**src/hdl/hmm_two_state_log_forward_top_assert.svh**
```systemverilog
// Assertion macros for the two-state log-domain forward block.
// Used by hmm_two_state_log_forward_top; no other dependencies.
`ifndef HMM_TWO_STATE_LOG_FORWARD_TOP_ASSERT_SVH
`define HMM_TWO_STATE_LOG_FORWARD_TOP_ASSERT_SVH

`ifndef SYNTHESIS
// same-cycle implication
`define HMMFWD_ASSERT_IMPL(lbl, clk, rst_n, ante, cons) \
	lbl: assert property (@(posedge clk) disable iff (!rst_n) (ante) |-> (cons)) \
		else $error("hmmfwd assertion failed (same cycle)");
// next-cycle implication
`define HMMFWD_ASSERT_NEXT(lbl, clk, rst_n, ante, cons) \
	lbl: assert property (@(posedge clk) disable iff (!rst_n) (ante) |=> (cons)) \
		else $error("hmmfwd assertion failed (next cycle)");
`else
`define HMMFWD_ASSERT_IMPL(lbl, clk, rst_n, ante, cons)
`define HMMFWD_ASSERT_NEXT(lbl, clk, rst_n, ante, cons)
`endif

`endif

```
**src/hdl/hmmfwd_pkg.sv**
```systemverilog
// Shared types, constants and elaboration-time tables for the HMM forward block.
// No dependencies.
package hmmfwd_pkg;

	// configuration register indexes
	typedef enum logic [2:0] {
		REG_LOG_INIT0  = 3'd0,
		REG_LOG_INIT1  = 3'd1,
		REG_LOG_TRAN00 = 3'd2,
		REG_LOG_TRAN01 = 3'd3,
		REG_LOG_TRAN10 = 3'd4,
		REG_LOG_TRAN11 = 3'd5,
		REG_EMIT_PROB0 = 3'd6,
		REG_EMIT_PROB1 = 3'd7
	} reg_idx_t;

	localparam int CFG_DATA_W = 56;

	// config write transfer
	typedef struct packed {
		logic                  en;
		reg_idx_t              idx;
		logic [CFG_DATA_W-1:0] data;
	} cfg_wr_t;

	// queue status seen by both sides
	typedef struct packed {
		logic full;
		logic empty;
	} q_status_t;

	// observation codes
	localparam logic [1:0] CODE_ABSENT  = 2'd0;
	localparam logic [1:0] CODE_PRESENT = 2'd1;

	localparam int NUM_CODE_PORTS = 7;
	localparam int QUEUE_DEPTH    = 2;

	// fixed-point constants
	localparam logic [63:0] LN2_Q16      = 64'd45426;
	localparam logic [63:0] EXP_STEP_Q32 = 64'd4034748382;
	localparam int          CORR_SHIFT   = 12;

	// table widths
	localparam int LN_MAG_W     = 19;  // |ln(x/255)| in Q16 fits here
	localparam int EMAG_W       = 22;  // sum of up to eight magnitudes
	localparam int CORR_W       = 16;
	localparam int CORR_ENTRIES = 256; // entries past this are all zero
	localparam int CORR_IDX_W   = $clog2(CORR_ENTRIES);

	typedef logic [LN_MAG_W-1:0] ln_tab_t [256];
	typedef logic [CORR_W-1:0]   corr_tab_t [CORR_ENTRIES];

	// binary log of a Q16 value in [1, 256), fraction truncated, by repeated squaring
	function automatic logic [63:0] log2_q16(input logic [63:0] v_in);
		logic [63:0] v;
		logic [63:0] e;
		logic [63:0] frac;
		v = v_in;
		e = '0;
		frac = '0;
		for (int i = 0; i < 40; i++) begin
			if (v >= 64'd131072) begin
				v = v >> 1;
				e = e + 64'd1;
			end
		end
		for (int i = 15; i >= 0; i--) begin
			v = (v * v) >> 16;
			if (v >= 64'd131072) begin
				v = v >> 1;
				frac[i] = 1'b1;
			end
		end
		return (e << 16) | frac;
	endfunction

	// magnitude of ln(num/255) in Q16; entry zero is flagged separately as minus infinity
	function automatic ln_tab_t build_ln_tab();
		ln_tab_t     t;
		logic [63:0] top;
		logic [63:0] here;
		logic [63:0] d;
		logic [63:0] m;
		top = log2_q16(64'd255 << 16);
		t[0] = '0;
		for (int n = 1; n < 256; n++) begin
			here = log2_q16(64'(n) << 16);
			d = (top > here) ? top - here : 64'd0;
			m = (d * LN2_Q16 + 64'd32768) >> 16;
			t[n] = m[LN_MAG_W-1:0];
		end
		return t;
	endfunction

	// log-sum-exp correction ln(1 + e^(-i/16)) in Q16
	function automatic corr_tab_t build_corr_tab();
		corr_tab_t   t;
		logic [63:0] y;
		logic [63:0] m;
		logic [63:0] l;
		logic [63:0] c;
		y = 64'd1 << 32;
		for (int i = 0; i < CORR_ENTRIES; i++) begin
			m = 64'd65536 + ((y + 64'd32768) >> 16);
			l = log2_q16(m);
			c = (l * LN2_Q16 + 64'd32768) >> 16;
			t[i] = c[CORR_W-1:0];
			y = (y * EXP_STEP_Q32 + (64'd1 << 31)) >> 32;
		end
		return t;
	endfunction

	localparam ln_tab_t   LN_TAB   = build_ln_tab();
	localparam corr_tab_t CORR_TAB = build_corr_tab();

endpackage

```
**src/hdl/hmmfwd_queue.sv**
```systemverilog
// Short FIFO between front and back ends.
// Depends on hmmfwd_pkg (status struct).
module hmmfwd_queue import hmmfwd_pkg::*; #(
	parameter int WIDTH = 65,
	parameter int DEPTH = 2
) (
	input  logic             clk,
	input  logic             arst_n,
	input  logic             push,
	input  logic [WIDTH-1:0] push_data,
	input  logic             pop,
	output logic [WIDTH-1:0] pop_data,
	output q_status_t        stat
);

	localparam int PW = (DEPTH > 1) ? $clog2(DEPTH) : 1;
	localparam int NW = $clog2(DEPTH + 1);

	logic [WIDTH-1:0] mem_q [DEPTH];
	logic [PW-1:0]    wr_ptr_q;
	logic [PW-1:0]    rd_ptr_q;
	logic [NW-1:0]    count_q;

	function automatic logic [PW-1:0] next_ptr(input logic [PW-1:0] p);
		return (p == PW'(DEPTH - 1)) ? '0 : p + PW'(1);
	endfunction

	assign stat.full  = (count_q == NW'(DEPTH));
	assign stat.empty = (count_q == '0);
	assign pop_data   = mem_q[rd_ptr_q];

	// pointers and fill count
	always_ff @(posedge clk or negedge arst_n) begin
		if (!arst_n) begin
			wr_ptr_q <= '0;
			rd_ptr_q <= '0;
			count_q  <= '0;
		end else begin
			if (push) begin
				wr_ptr_q <= next_ptr(wr_ptr_q);
			end
			if (pop) begin
				rd_ptr_q <= next_ptr(rd_ptr_q);
			end
			if (push && !pop) begin
				count_q <= count_q + NW'(1);
			end else if (pop && !push) begin
				count_q <= count_q - NW'(1);
			end
		end
	end

	// storage
	always_ff @(posedge clk) begin
		if (push) begin
			mem_q[wr_ptr_q] <= push_data;
		end
	end

endmodule

```
**config.mk**
```make
export PLATFORM = sky130hd
export DESIGN_NAME = hmmfwd_queue
export DESIGN_NICKNAME = d
export VERILOG_FILES = /design/src/hdl/hmm_two_state_log_forward_top_assert.svh /design/src/hdl/hmmfwd_pkg.sv /design/src/hdl/hmmfwd_queue.sv
export SDC_FILE = /design/constraint.sdc
export NUM_CORES = 1
export LEC_CHECK = 0
export BUFFER_PORTS_ARGS = -buffer_cell sky130_fd_sc_hd__buf_2
export CAP_MARGIN = 40
export CORE_MARGIN = 2
export CORE_UTILIZATION = 40
export CTS_BUF_LIST = sky130_fd_sc_hd__clkbuf_16
export DETAILED_ROUTE_END_ITERATION = 8
export PLACE_DENSITY = 0.71
export SYNTH_ARGS = -nofsm -noshare
export SYNTH_HDL_FRONTEND = slang
export SYNTH_SLANG_ARGS = --single-unit
```
**constraint.sdc**
```tcl
create_clock -name clk -period 11.7 [get_ports clk]
set_clock_uncertainty 0.1 [all_clocks]
set_input_delay 2.34 -clock clk [delete_from_list [all_inputs] [get_ports clk]]
set_output_delay 2.34 -clock clk [all_outputs]
set_load 0.05 [all_outputs]
```
==> results.txt <==
----------------------------------------------------
[STA]
  Actual slew at the worst max-slew pin ... between 0.4 and 0.5 ns
  Worst-case headroom to the max-slew limit ... 67.9%
  Setup TNS Final ... 0 ns
  FMAX ... 222 MHz
  Min Clock Period, post-route ... between 4 and 5 ns
  Slew Viols, Final ... 0
  Final hold vios ... 0
  Setup repair after global routing missed its margin ... no
  Final Setup Violations ... 0
  Least setup slack across all paths after layout ... around 7 ns
  Share of the clock period used by the worst path after layout ... 38.6%

[Clock network]
  TritonCTS buffer count ... 17
  Clock-pin slew on the worst setup and hold paths ... approximately 0.050 ns
  Clock insertion delay at the later pin of the skew report ... roughly 0.41 ns
  Resized Gates After CTS ... 0
  H-tree levels ... 4
  CTS Root Buffer Type ... sky130_fd_sc_hd__clkbuf_16
  Hold buffer count at cts ... 0
  Setup Buffers After CTS ... 0
  CTS tree ... done
  Number of sinks on the clock net ... 134
  Clock buffer depth ... 2

[Floorplan]
  Height of the die ... between 100 and 150 µm
  Starting Density ... 41.4%
  Horizontal die dimension ... ~120 µm
  Die Footprint ... 13500 µm²
  Top-Level Pins ... 136
  Floorplan Core Area ... roughly 12000 µm²
  Standard-cell rows ... 40

[Drt]
  ANT nets after route ... 0
  Drt first-iter violations ... ~110
  Remaining design rule violation count ... 0
  Wirelength, routed ... about 8400 µm
  WL per Instance ... approximately 15 µm
  DR pass1 iterations ... 4
  Total via count in the routed design ... 2528
  Via density per instance ... approximately 4.6

[Global routing]
  Pin count of the biggest net entering global routing ... between 40 and 50
  Antenna violations before repair ... 0
  GR Overflow Total ... 0
  First-pass GRT wire length ... ~12000 µm
  Global routing usage summed across all routing layers ... between 10% and 20%
  Number of global-route vias before repair ... ~2600

[Worst setup path]
  Highest fanout seen on the critical path ... 43
  Kind of critical path ... flop to primary output
  Cells traversed along the worst timing path ... buf_16 > mux2_2 > buf_2
  CP endpoint kind ... primary output
  Critical Path Slowest Stage Cell ... sky130_fd_sc_hd__dfrtp_4
  Critical path's largest stage delay ... approximately 0.73 ns
  Required time reported for the critical path endpoint ... about 9.3 ns
  Crit start category ... flop
  Signal arrival time at the worst endpoint ... 2.07 ns

[Synth]
  Fraction of post-synthesis cell area in the top cell type by area ... between 70% and 80%
  Commonest register cell after synthesis ... sky130_fd_sc_hd__edfxtp_1
  Dominant combinational cell family by area after synthesis ... multiplexers
  Avg Inst Size Synth ... around 23 µm²
  Post-synthesis cell type count ... 13
  Post-synthesis instance total ... between 200 and 250
  Most used standard cell by instance count after synthesis ... sky130_fd_sc_hd__edfxtp_1
  Area of the mapped netlist ... 5040 µm²
  Ys Warns ... 0
  Post-Synth Adder-Cell Area ... less than 1%
  EDFF count, synth ... 130
  Cells taking the most area after synthesis ... sky130_fd_sc_hd__edfxtp_1, sky130_fd_sc_hd__mux2_4, sky130_fd_sc_hd__mux2_2
  Commonest cells in the synthesized netlist ... sky130_fd_sc_hd__edfxtp_1, sky130_fd_sc_hd__mux2_4, sky130_fd_sc_hd__mux2_2
  Synth area leader ... sky130_fd_sc_hd__edfxtp_1
  Multiplexer share of the synthesized area ... between 15 and 20%
  XOR/XNOR share of the synthesized area ... less than 1%
  Share of synthesized cell area in and, or, nand and nor gates ... less than 1%
  Share of the synthesized area in compound gates (AO/OA/AOI/OAI) ... 0%
  Number of storage elements in the synthesis netlist ... 134
  Portion of the post-synthesis area used by sequential elements ... ~79%
  Post-synthesis net count ... between 200 and 300
  Share of flip-flops with an asynchronous set or reset ... 2.99%

[Final layout]
  Synthesis-to-finish area growth ... 30.2%
  Filler cells ... about 1000
  Final net count ... 439
  Number of antenna repair diodes ... 0
  Proportion of layout cells with a drive suffix above 1 ... between 60% and 70%

[Hold path]
  Worst min-delay path category ... flop to flop

[Place]
  I/O Buffers ... 135
  Dpl hpwl ... approximately 5400 µm
  DP Worst Slack ... between 7 and 8 ns
  Weighted congestion at the end of routability-driven global placement ... around 0.67

[Power]
  Power per standard cell area ... 300 nW/µm²
  Max IR drop VDD ... between 200 and 300 µV
  Power, Total ... slightly below 2000 µW
  LEAKAGE ... between 0.002 and 0.003 µW

[Status]
  Run status ... finished, final reports clean

[Flow run]
  Max-capacitance violation count ... 0

----------------------------------------------------
## per-layer routing
metal  up-vias  routed length, µm  share of wire, %  track usage [%]
li1       1169                  -                 -                -
met1      1245               3410                41             14.2
met2        98               4160                50             20.7
met3        16                602               7.2             5.35
met4         0                172               2.1             6.67
met5         -                  0                 0                0
## worst paths after layout
| check | endpoint | from | slack (ns) | cells after the start |
|---|---|---|---|---|
| max reg2reg | mem_q[1][19] | wr_ptr_q | 10.09 | 2 |
| max in group asynchronous | rd_ptr_q | arst_n | 9.74 | 1 |
| min reg2reg | count_q[1] | count_q[1] | 0.40 | 1 |
| max | pop_data[58] | rd_ptr_q | 7.19 | 3 |
| min in group asynchronous | count_q[1] | arst_n | 1.62 | 1 |
| min | count_q[1] | count_q[1] | 0.40 | 1 |
## cell usage in the layout (no fill, tap or decap), types with 2 or more instances in the layout
cell	Yosys	layout
sky130_fd_sc_hd__clkbuf_16	0	17
sky130_fd_sc_hd__buf_12	0	2
sky130_fd_sc_hd__xor2_1	4	4
sky130_fd_sc_hd__bufinv_16	0	4
sky130_fd_sc_hd__mux2_4	40	40
sky130_fd_sc_hd__buf_2	2	135
sky130_fd_sc_hd__dfrtp_1	4	3
sky130_fd_sc_hd__nor2_1	2	2
sky130_fd_sc_hd__clkinv_2	0	4
sky130_fd_sc_hd__mux2_2	25	25
sky130_fd_sc_hd__clkinv_1	0	2
sky130_fd_sc_hd__edfxtp_1	130	130
sky130_fd_sc_hd__clkinvlp_4	0	4
## worst max-delay path: cells and delay by family, from the launching register on
family / cells / cell delay (ns)
buffers and inverters: 2 / 0.53
DFF: 1 / 0.73
muxes: 1 / 0.38
## registers in the layout, summed over array words and instances (netlist names)
name      cells
wr_ptr_q      1
rd_ptr_q      1
mem_q       130
count_q       2
## power by group
group / total (µW) / internal (µW) / switching, µW
combinational: 742 / 236 / 506
clock: 539 / 353 / 186
sequential: 687 / 638 / 48.4
## kinds of logic after synthesis
family | Yosys count
flip-flops | 134
multiplexers | 65
buffers and inverters | 8
XOR/XNOR | 5
AND/OR/NAND/NOR | 5
adder cells (fa/ha/maj) | 1
## area by class of cell
class | count | area (µm²) | share of cell area (%)
clock buffers | 17 | 425 | 6.49
clock inverters | 15 | 186 | 2.84
inverters | 1 | 3.75 | 0.0572
multi-input cells | 76 | 975 | 14.9
flip-flops and latches | 134 | 4010 | 61.1
well taps | 168 | 210 | 3.20
repair buffers | 139 | 751 | 11.4
## metrics by stage
step	util, %	hold slack, ns	cell area [µm²]	std cells
CTS	53.9	0.411	6560	550
global route	53.9	0.440	6560	550
global placement	48.3	0.372	5880	515
detailed placement	48.9	0.394	5950	518
floorplan	-	0.355	5040	218
finish	53.9	0.402	6560	550
Power figures use the tool's default switching activity.
