### src/hdl/hmm_two_state_log_forward_top_assert.svh
// Assertion macros for the two-state log-domain forward block.
// Used by hmm_two_state_log_forward_top; no other dependencies.
`ifndef HMM_TWO_STATE_LOG_FORWARD_TOP_ASSERT_SVH
`define HMM_TWO_STATE_LOG_FORWARD_TOP_ASSERT_SVH

`ifndef SYNTHESIS
// same-cycle implication
`define HMMFWD_ASSERT_IMPL(lbl, clk, rst_n, ante, cons) \
	lbl: assert property (@(posedge clk) disable iff (!rst_n) (ante) |-> (cons)) \
		else $error("hmmfwd assertion failed (same cycle)");
// next-cycle implication
`define HMMFWD_ASSERT_NEXT(lbl, clk, rst_n, ante, cons) \
	lbl: assert property (@(posedge clk) disable iff (!rst_n) (ante) |=> (cons)) \
		else $error("hmmfwd assertion failed (next cycle)");
`else
`define HMMFWD_ASSERT_IMPL(lbl, clk, rst_n, ante, cons)
`define HMMFWD_ASSERT_NEXT(lbl, clk, rst_n, ante, cons)
`endif

`endif

### src/hdl/hmmfwd_pkg.sv
// Shared types, constants and elaboration-time tables for the HMM forward block.
// No dependencies.
package hmmfwd_pkg;

	// configuration register indexes
	typedef enum logic [2:0] {
		REG_LOG_INIT0  = 3'd0,
		REG_LOG_INIT1  = 3'd1,
		REG_LOG_TRAN00 = 3'd2,
		REG_LOG_TRAN01 = 3'd3,
		REG_LOG_TRAN10 = 3'd4,
		REG_LOG_TRAN11 = 3'd5,
		REG_EMIT_PROB0 = 3'd6,
		REG_EMIT_PROB1 = 3'd7
	} reg_idx_t;

	localparam int CFG_DATA_W = 56;

	// config write transfer
	typedef struct packed {
		logic                  en;
		reg_idx_t              idx;
		logic [CFG_DATA_W-1:0] data;
	} cfg_wr_t;

	// queue status seen by both sides
	typedef struct packed {
		logic full;
		logic empty;
	} q_status_t;

	// observation codes
	localparam logic [1:0] CODE_ABSENT  = 2'd0;
	localparam logic [1:0] CODE_PRESENT = 2'd1;

	localparam int NUM_CODE_PORTS = 7;
	localparam int QUEUE_DEPTH    = 2;

	// fixed-point constants
	localparam logic [63:0] LN2_Q16      = 64'd45426;
	localparam logic [63:0] EXP_STEP_Q32 = 64'd4034748382;
	localparam int          CORR_SHIFT   = 12;

	// table widths
	localparam int LN_MAG_W     = 19;  // |ln(x/255)| in Q16 fits here
	localparam int EMAG_W       = 22;  // sum of up to eight magnitudes
	localparam int CORR_W       = 16;
	localparam int CORR_ENTRIES = 256; // entries past this are all zero
	localparam int CORR_IDX_W   = $clog2(CORR_ENTRIES);

	typedef logic [LN_MAG_W-1:0] ln_tab_t [256];
	typedef logic [CORR_W-1:0]   corr_tab_t [CORR_ENTRIES];

	// binary log of a Q16 value in [1, 256), fraction truncated, by repeated squaring
	function automatic logic [63:0] log2_q16(input logic [63:0] v_in);
		logic [63:0] v;
		logic [63:0] e;
		logic [63:0] frac;
		v = v_in;
		e = '0;
		frac = '0;
		for (int i = 0; i < 40; i++) begin
			if (v >= 64'd131072) begin
				v = v >> 1;
				e = e + 64'd1;
			end
		end
		for (int i = 15; i >= 0; i--) begin
			v = (v * v) >> 16;
			if (v >= 64'd131072) begin
				v = v >> 1;
				frac[i] = 1'b1;
			end
		end
		return (e << 16) | frac;
	endfunction

	// magnitude of ln(num/255) in Q16; entry zero is flagged separately as minus infinity
	function automatic ln_tab_t build_ln_tab();
		ln_tab_t     t;
		logic [63:0] top;
		logic [63:0] here;
		logic [63:0] d;
		logic [63:0] m;
		top = log2_q16(64'd255 << 16);
		t[0] = '0;
		for (int n = 1; n < 256; n++) begin
			here = log2_q16(64'(n) << 16);
			d = (top > here) ? top - here : 64'd0;
			m = (d * LN2_Q16 + 64'd32768) >> 16;
			t[n] = m[LN_MAG_W-1:0];
		end
		return t;
	endfunction

	// log-sum-exp correction ln(1 + e^(-i/16)) in Q16
	function automatic corr_tab_t build_corr_tab();
		corr_tab_t   t;
		logic [63:0] y;
		logic [63:0] m;
		logic [63:0] l;
		logic [63:0] c;
		y = 64'd1 << 32;
		for (int i = 0; i < CORR_ENTRIES; i++) begin
			m = 64'd65536 + ((y + 64'd32768) >> 16);
			l = log2_q16(m);
			c = (l * LN2_Q16 + 64'd32768) >> 16;
			t[i] = c[CORR_W-1:0];
			y = (y * EXP_STEP_Q32 + (64'd1 << 31)) >> 32;
		end
		return t;
	endfunction

	localparam ln_tab_t   LN_TAB   = build_ln_tab();
	localparam corr_tab_t CORR_TAB = build_corr_tab();

endpackage

### src/hdl/hmmfwd_back.sv
// Back end: log-domain forward recursion, alpha state and output register.
// Depends on hmmfwd_pkg (correction table, register indexes, config struct).
module hmmfwd_back import hmmfwd_pkg::*; #(
	parameter int LOG_WIDTH        = 32,
	parameter int CORRECTION_DEPTH = 256
) (
	input  logic                 clk,
	input  logic                 arst_n,
	input  cfg_wr_t              cfg,
	input  q_status_t            q_stat,
	input  logic [2*LOG_WIDTH:0] q_data,
	output logic                 q_pop,
	output logic                 out_valid,
	input  logic                 out_stall,
	output logic [31:0]          alpha_state0,
	output logic [31:0]          alpha_state1
);

	localparam int W  = LOG_WIDTH;
	localparam int DW = ((W > CORR_W) ? W : CORR_W) + 2;
	localparam int XW = (W > 32) ? W : 32;
	localparam int LIM = (CORRECTION_DEPTH < CORR_ENTRIES) ? CORRECTION_DEPTH : CORR_ENTRIES;

	localparam logic signed [W-1:0]  NEG_INF = {1'b1, {(W-1){1'b0}}};
	localparam logic signed [W-1:0]  POS_MAX = {1'b0, {(W-1){1'b1}}};
	localparam logic signed [DW-1:0] NI_D    = DW'(NEG_INF);
	localparam logic signed [DW-1:0] MAX_D   = DW'(POS_MAX);
	localparam logic signed [XW-1:0] NI_X    = XW'(NEG_INF);
	localparam logic signed [XW-1:0] MAX_X   = XW'(POS_MAX);
	localparam logic signed [XW-1:0] OUT_MIN = XW'(-64'sd2147483648);
	localparam logic signed [XW-1:0] OUT_MAX = XW'(64'sd2147483647);
	localparam logic [DW-1:0]        CORR_LIMIT = DW'(LIM);

	logic signed [W-1:0] init0_q, init1_q;
	logic signed [W-1:0] tran00_q, tran01_q, tran10_q, tran11_q;
	logic signed [W-1:0] prev0_q, prev1_q;
	logic                out_vld_q;
	logic [31:0]         alpha0_q, alpha1_q;

	logic                start;
	logic signed [W-1:0] e0, e1;
	logic signed [W-1:0] a0, a1;
	logic signed [W-1:0] reg_val;

	function automatic logic signed [W-1:0] sat(input logic signed [DW-1:0] v);
		if (v < NI_D) return NEG_INF;
		if (v > MAX_D) return POS_MAX;
		return v[W-1:0];
	endfunction

	function automatic logic signed [W-1:0] add_inf(input logic signed [W-1:0] a,
		input logic signed [W-1:0] b);
		logic signed [DW-1:0] s;
		s = DW'(a) + DW'(b);
		if (a == NEG_INF || b == NEG_INF) return NEG_INF;
		return sat(s);
	endfunction

	// max plus table correction on the scaled difference
	function automatic logic signed [W-1:0] lse(input logic signed [W-1:0] a,
		input logic signed [W-1:0] b);
		logic signed [W-1:0]  hi;
		logic signed [W-1:0]  lo;
		logic [DW-1:0]        dif;
		logic [DW-1:0]        idx;
		logic signed [DW-1:0] s;
		if (a > b) begin
			hi = a;
			lo = b;
		end else begin
			hi = b;
			lo = a;
		end
		dif = DW'(hi) - DW'(lo);
		idx = dif >> CORR_SHIFT;
		s = DW'(hi) + $signed(DW'(CORR_TAB[idx[CORR_IDX_W-1:0]]));
		if (lo == NEG_INF) return hi;
		if (idx >= CORR_LIMIT) return hi;
		return sat(s);
	endfunction

	// clamp to the 32-bit result field, minus infinity as the most negative code
	function automatic logic [31:0] to_out(input logic signed [W-1:0] v);
		logic signed [XW-1:0] vx;
		vx = XW'(v);
		if (v == NEG_INF || vx < OUT_MIN) return 32'h8000_0000;
		if (vx > OUT_MAX) return 32'h7fff_ffff;
		return vx[31:0];
	endfunction

	// 32-bit register code to internal format; the most negative code is minus infinity
	function automatic logic signed [W-1:0] from_reg(input logic [31:0] u);
		logic signed [XW-1:0] sx;
		sx = XW'($signed(u));
		if (u == 32'h8000_0000) return NEG_INF;
		if (sx < NI_X) return NEG_INF;
		if (sx > MAX_X) return POS_MAX;
		return sx[W-1:0];
	endfunction

	assign start = q_data[2*W];
	assign e0    = $signed(q_data[2*W-1:W]);
	assign e1    = $signed(q_data[W-1:0]);

	// take the next step once the output register is free or being drained
	assign q_pop = !q_stat.empty && (!out_vld_q || !out_stall);

	assign reg_val = from_reg(cfg.data[31:0]);

	// forward recursion
	always_comb begin
		if (start) begin
			a0 = add_inf(init0_q, e0);
			a1 = add_inf(init1_q, e1);
		end else begin
			a0 = lse(add_inf(add_inf(prev0_q, tran00_q), e0),
			         add_inf(add_inf(prev1_q, tran10_q), e0));
			a1 = lse(add_inf(add_inf(prev0_q, tran01_q), e1),
			         add_inf(add_inf(prev1_q, tran11_q), e1));
		end
	end

	// config registers, alpha state, output valid
	always_ff @(posedge clk or negedge arst_n) begin
		if (!arst_n) begin
			init0_q   <= '0;
			init1_q   <= '0;
			tran00_q  <= '0;
			tran01_q  <= '0;
			tran10_q  <= '0;
			tran11_q  <= '0;
			prev0_q   <= '0;
			prev1_q   <= '0;
			out_vld_q <= 1'b0;
		end else begin
			if (cfg.en) begin
				unique case (cfg.idx)
					REG_LOG_INIT0:  init0_q  <= reg_val;
					REG_LOG_INIT1:  init1_q  <= reg_val;
					REG_LOG_TRAN00: tran00_q <= reg_val;
					REG_LOG_TRAN01: tran01_q <= reg_val;
					REG_LOG_TRAN10: tran10_q <= reg_val;
					REG_LOG_TRAN11: tran11_q <= reg_val;
					REG_EMIT_PROB0, REG_EMIT_PROB1: ; // held in the front end
				endcase
			end
			if (q_pop) begin
				prev0_q   <= a0;
				prev1_q   <= a1;
				out_vld_q <= 1'b1;
			end else if (!out_stall) begin
				out_vld_q <= 1'b0;
			end
		end
	end

	// result payload
	always_ff @(posedge clk) begin
		if (q_pop) begin
			alpha0_q <= to_out(a0);
			alpha1_q <= to_out(a1);
		end
	end

	assign out_valid    = out_vld_q;
	assign alpha_state0 = alpha0_q;
	assign alpha_state1 = alpha1_q;

endmodule

### config.mk
export PLATFORM = sky130hd
export DESIGN_NAME = hmmfwd_back
export DESIGN_NICKNAME = d
export VERILOG_FILES = /design/src/hdl/hmm_two_state_log_forward_top_assert.svh /design/src/hdl/hmmfwd_pkg.sv /design/src/hdl/hmmfwd_back.sv
export SDC_FILE = /design/constraint.sdc
export NUM_CORES = 2
export LEC_CHECK = 0
export ABC_AREA = 1
export BUFFER_PORTS_ARGS = -buffer_cell sky130_fd_sc_hd__buf_2
export CORE_UTILIZATION = 45
export DETAILED_ROUTE_END_ITERATION = 8
export SLEW_MARGIN = 40
export SYNTH_ARGS = -nofsm -noshare
export SYNTH_HDL_FRONTEND = slang
export SYNTH_SLANG_ARGS = --single-unit
export TNS_END_PERCENT = 1
### constraint.sdc
create_clock -name clk -period 34.9 [get_ports clk]
set_input_delay 3.49 -clock clk [delete_from_list [all_inputs] [get_ports clk]]
set_output_delay 3.49 -clock clk [all_outputs]
set_load 0.1 [all_outputs]
==> flow_summary.json <==
{
  "status": "finished, final reports clean",
  "grt_pass1_wl_um": 296000,
  "clock-sinks": 321,
  "yosys-top-cells-count": "2517 x nand2_1, 907 x inv_1, 579 x o21ai_0",
  "wirelength_um": 198000,
  "r2r_start": "prev0_q[1]",
  "cts_resized": 0,
  "maxCapViolations": 0,
  "finalSetupViolCount": 0,
  "synth_flop_cell": "dfrtp_1",
  "drive_gt1_share_pct": 5.60,
  "antenna_found_initial": 11,
  "yosys.area.top_type": "nand2_1",
  "hp-class": "reg2reg",
  "h-tree-depth": 2,
  "synth_edf_count": 64,
  "dp_hpwl_um": 162000,
  "fmax_ghz": 0.0503,
  "synthCells": 7781,
  "async_flop_share_pct": 80.1,
  "vias_per_cell": 5.73,
  "dieArea_um2": 105000,
  "period_needed_ns": 19.87,
  "ys_seq_area_share_pct": 17.8,
  "grt-busiest-layer": "met1",
  "io_buffers": 170,
  "crit_path_frequent_cell": "nand2_1",
  "worstSetupPathType": "reg2reg",
  "cp-start-kind": "flop",
  "cts_max_path_buffers": 3,
  "crit-reg2reg-capture": "prev0_q[16]",
  "core_um2": 102000,
  "critPathSlowestCell": "clkinv_1",
  "syn_area_um2": 46800,
  "wl_per_cell_um": 21.5,
  "drc": 0,
  "holdPathEnd": "tran01_q[22]",
  "hp-start": "tran01_q[22]",
  "slew_headroom_pct": 35.5,
  "crit_fanout": 64,
  "hold_viol": 0,
  "fillers": 11200,
  "nNetsFinal": 8390,
  "track_usage_pct": 36.2,
  "yosysMostFrequentCell": "nand2_1",
  "crit_path_end_kind": "flop",
  "gp_congestion": 1.01,
  "synthesis.nets": 8367,
  "grt-ovfl-total": 0,
  "cp_data_required_time_ns": 35.45,
  "timing.final.crit_share_pct": 56.9,
  "drv_slew": 0,
  "detail-route-antenna-nets": 0,
  "start_util_pct": 45.7,
  "r2r_slack_ns": 15.03,
  "rsz0062_at_grt": "no",
  "die_w_um": 324,
  "drt-initial-drc-count": 5959,
  "reg2regPathDepth": 97,
  "root_buffer": "clkbuf_16",
  "postCtsSetupRepairBufs": 0,
  "postCtsHoldBufs": 0,
  "whs_path_depth": 2,
  "cp_slowest_stage_delay_ns": 0.76,
  "worstMarginPinSlew_ns": 0.958,
  "synth_area_leaders": "nand2_1 20%, dfrtp_1 14%, ha_1 12%",
  "grtUsageMet3_pct": 5.01,
  "grt_max_degree": 107,
  "clk_pin_slew_worst_paths_ns": 0.07,
  "post_synth.cell_area_avg_um2": 6.01,
  "cts_tree": "yes",
  "synth_top_area_share_pct": 20.2,
  "area_growth_pct": 7.06,
  "ys_types": 70,
  "finClkSkew_ns": 0.0569,
  "synth_seq_cells": 321,
  "die_h_um": 324,
  "numCtsBuffers": 39,
  "finalSetupTns_ns": 0,
  "vias": 52700,
  "grt_use_met1_pct": 53.5,
  "first_global_vias": 47400,
  "arrival_ns": 20.42,
  "grtUsageMet2_pct": 53.2,
  "dr.pass1.iters": 6,
  "row_count": 117,
  "ios": 196,
  "clk_latency_ns": 0.62,
  "ys.warnings.count": 0
}
## worst max-delay path by stage
stage,from,end,depth (start not counted)
after floorplan,q_data[32],prev0_q[24],80
after global placement,prev1_q[0],prev0_q[16],93
after detailed placement,prev1_q[0],prev0_q[16],93
after CTS,prev1_q[0],prev0_q[16],93
after global routing,prev0_q[1],prev0_q[28],97
final,prev0_q[1],prev0_q[16],97
## kinds of logic after synthesis
family / count (synthesis) / synth area share [%]
AOI/OAI and AO/OA: 1445 / 16.9
buffers and inverters: 1166 / 9.98
adders and majority gates: 456 / 12.4
DFF: 321 / 17.8
xor gates and xnor gates: 333 / 6.28
muxes: 8 / 0.179
and+or+nand+nor: 4052 / 36.4
## stage by stage
stage | setup WS [ns] | instance area, um^2 | hold slack [ns] | instances | utilization, %
final | 15.03 | 50100 | 0.516 | 9208 | 48.9
after global routing | 13.62 | 50100 | 0.543 | 9202 | 48.9
after CTS | 15.42 | 50000 | 0.520 | 9201 | 48.8
after detailed placement | 15.48 | 48700 | 0.502 | 9130 | 47.5
after global placement | 15.33 | 48600 | 0.499 | 9128 | 47.4
after floorplan | 20.03 | 46800 | 0.473 | 7781 | -
## cells in the final DEF (no fill, tap or decap), types with 45 or more instances in the layout
| cell type | count |
|---|---|
| nand2_1 | 2511 |
| inv_1 | 902 |
| o21ai_0 | 579 |
| a21oi_1 | 573 |
| nand3_1 | 542 |
| nor2_1 | 530 |
| ha_1 | 444 |
| dfrtp_1 | 257 |
| xor2_1 | 195 |
| buf_2 | 169 |
| nand4_1 | 141 |
| xnor2_1 | 134 |
| nor4_1 | 93 |
| nor3_1 | 82 |
| edfxtp_1 | 64 |
| o21ai_1 | 45 |
## final cells by class
cell class,instances,area [um^2],share of cell area [%]
repair buffers,210,1230,2.45
multi-input cells,6294,33900,67.7
inverters,938,3520,7.03
well taps,1368,1710,3.42
clock buffers,49,1110,2.21
clock inverters,22,265,0.529
flip-flops and latches,321,8350,16.7
diodes,6,15.0,0.0300
## registers in the layout, indices dropped and copies added, names as in the netlist
signal	flops
alpha_state0	32
alpha_state1	32
init0_q	32
init1_q	32
prev0_q	32
prev1_q	32
tran00_q	32
tran01_q	32
tran10_q	32
tran11_q	32
out_valid	1
## worst max-delay path: cells and delay by family (launching register included)
kind            cells  cell delay, ns
flops               1            0.53
buf+inv            12            3.01
simple gates       47            7.32
fa+ha+maj           4            1.50
compound gates     32            6.83
xor+xnor            2            0.48
## routing by layer
metal | up-vias | wire, um
li1 | 25800 | -
met1 | 24400 | 91500
met2 | 2242 | 81300
met3 | 314 | 17200
met4 | 10 | 7620
met5 | - | 58
Power is left out: the tool's default activity adds up to more than one toggle a clock period on the data nets, which glitch-free logic cannot reach.
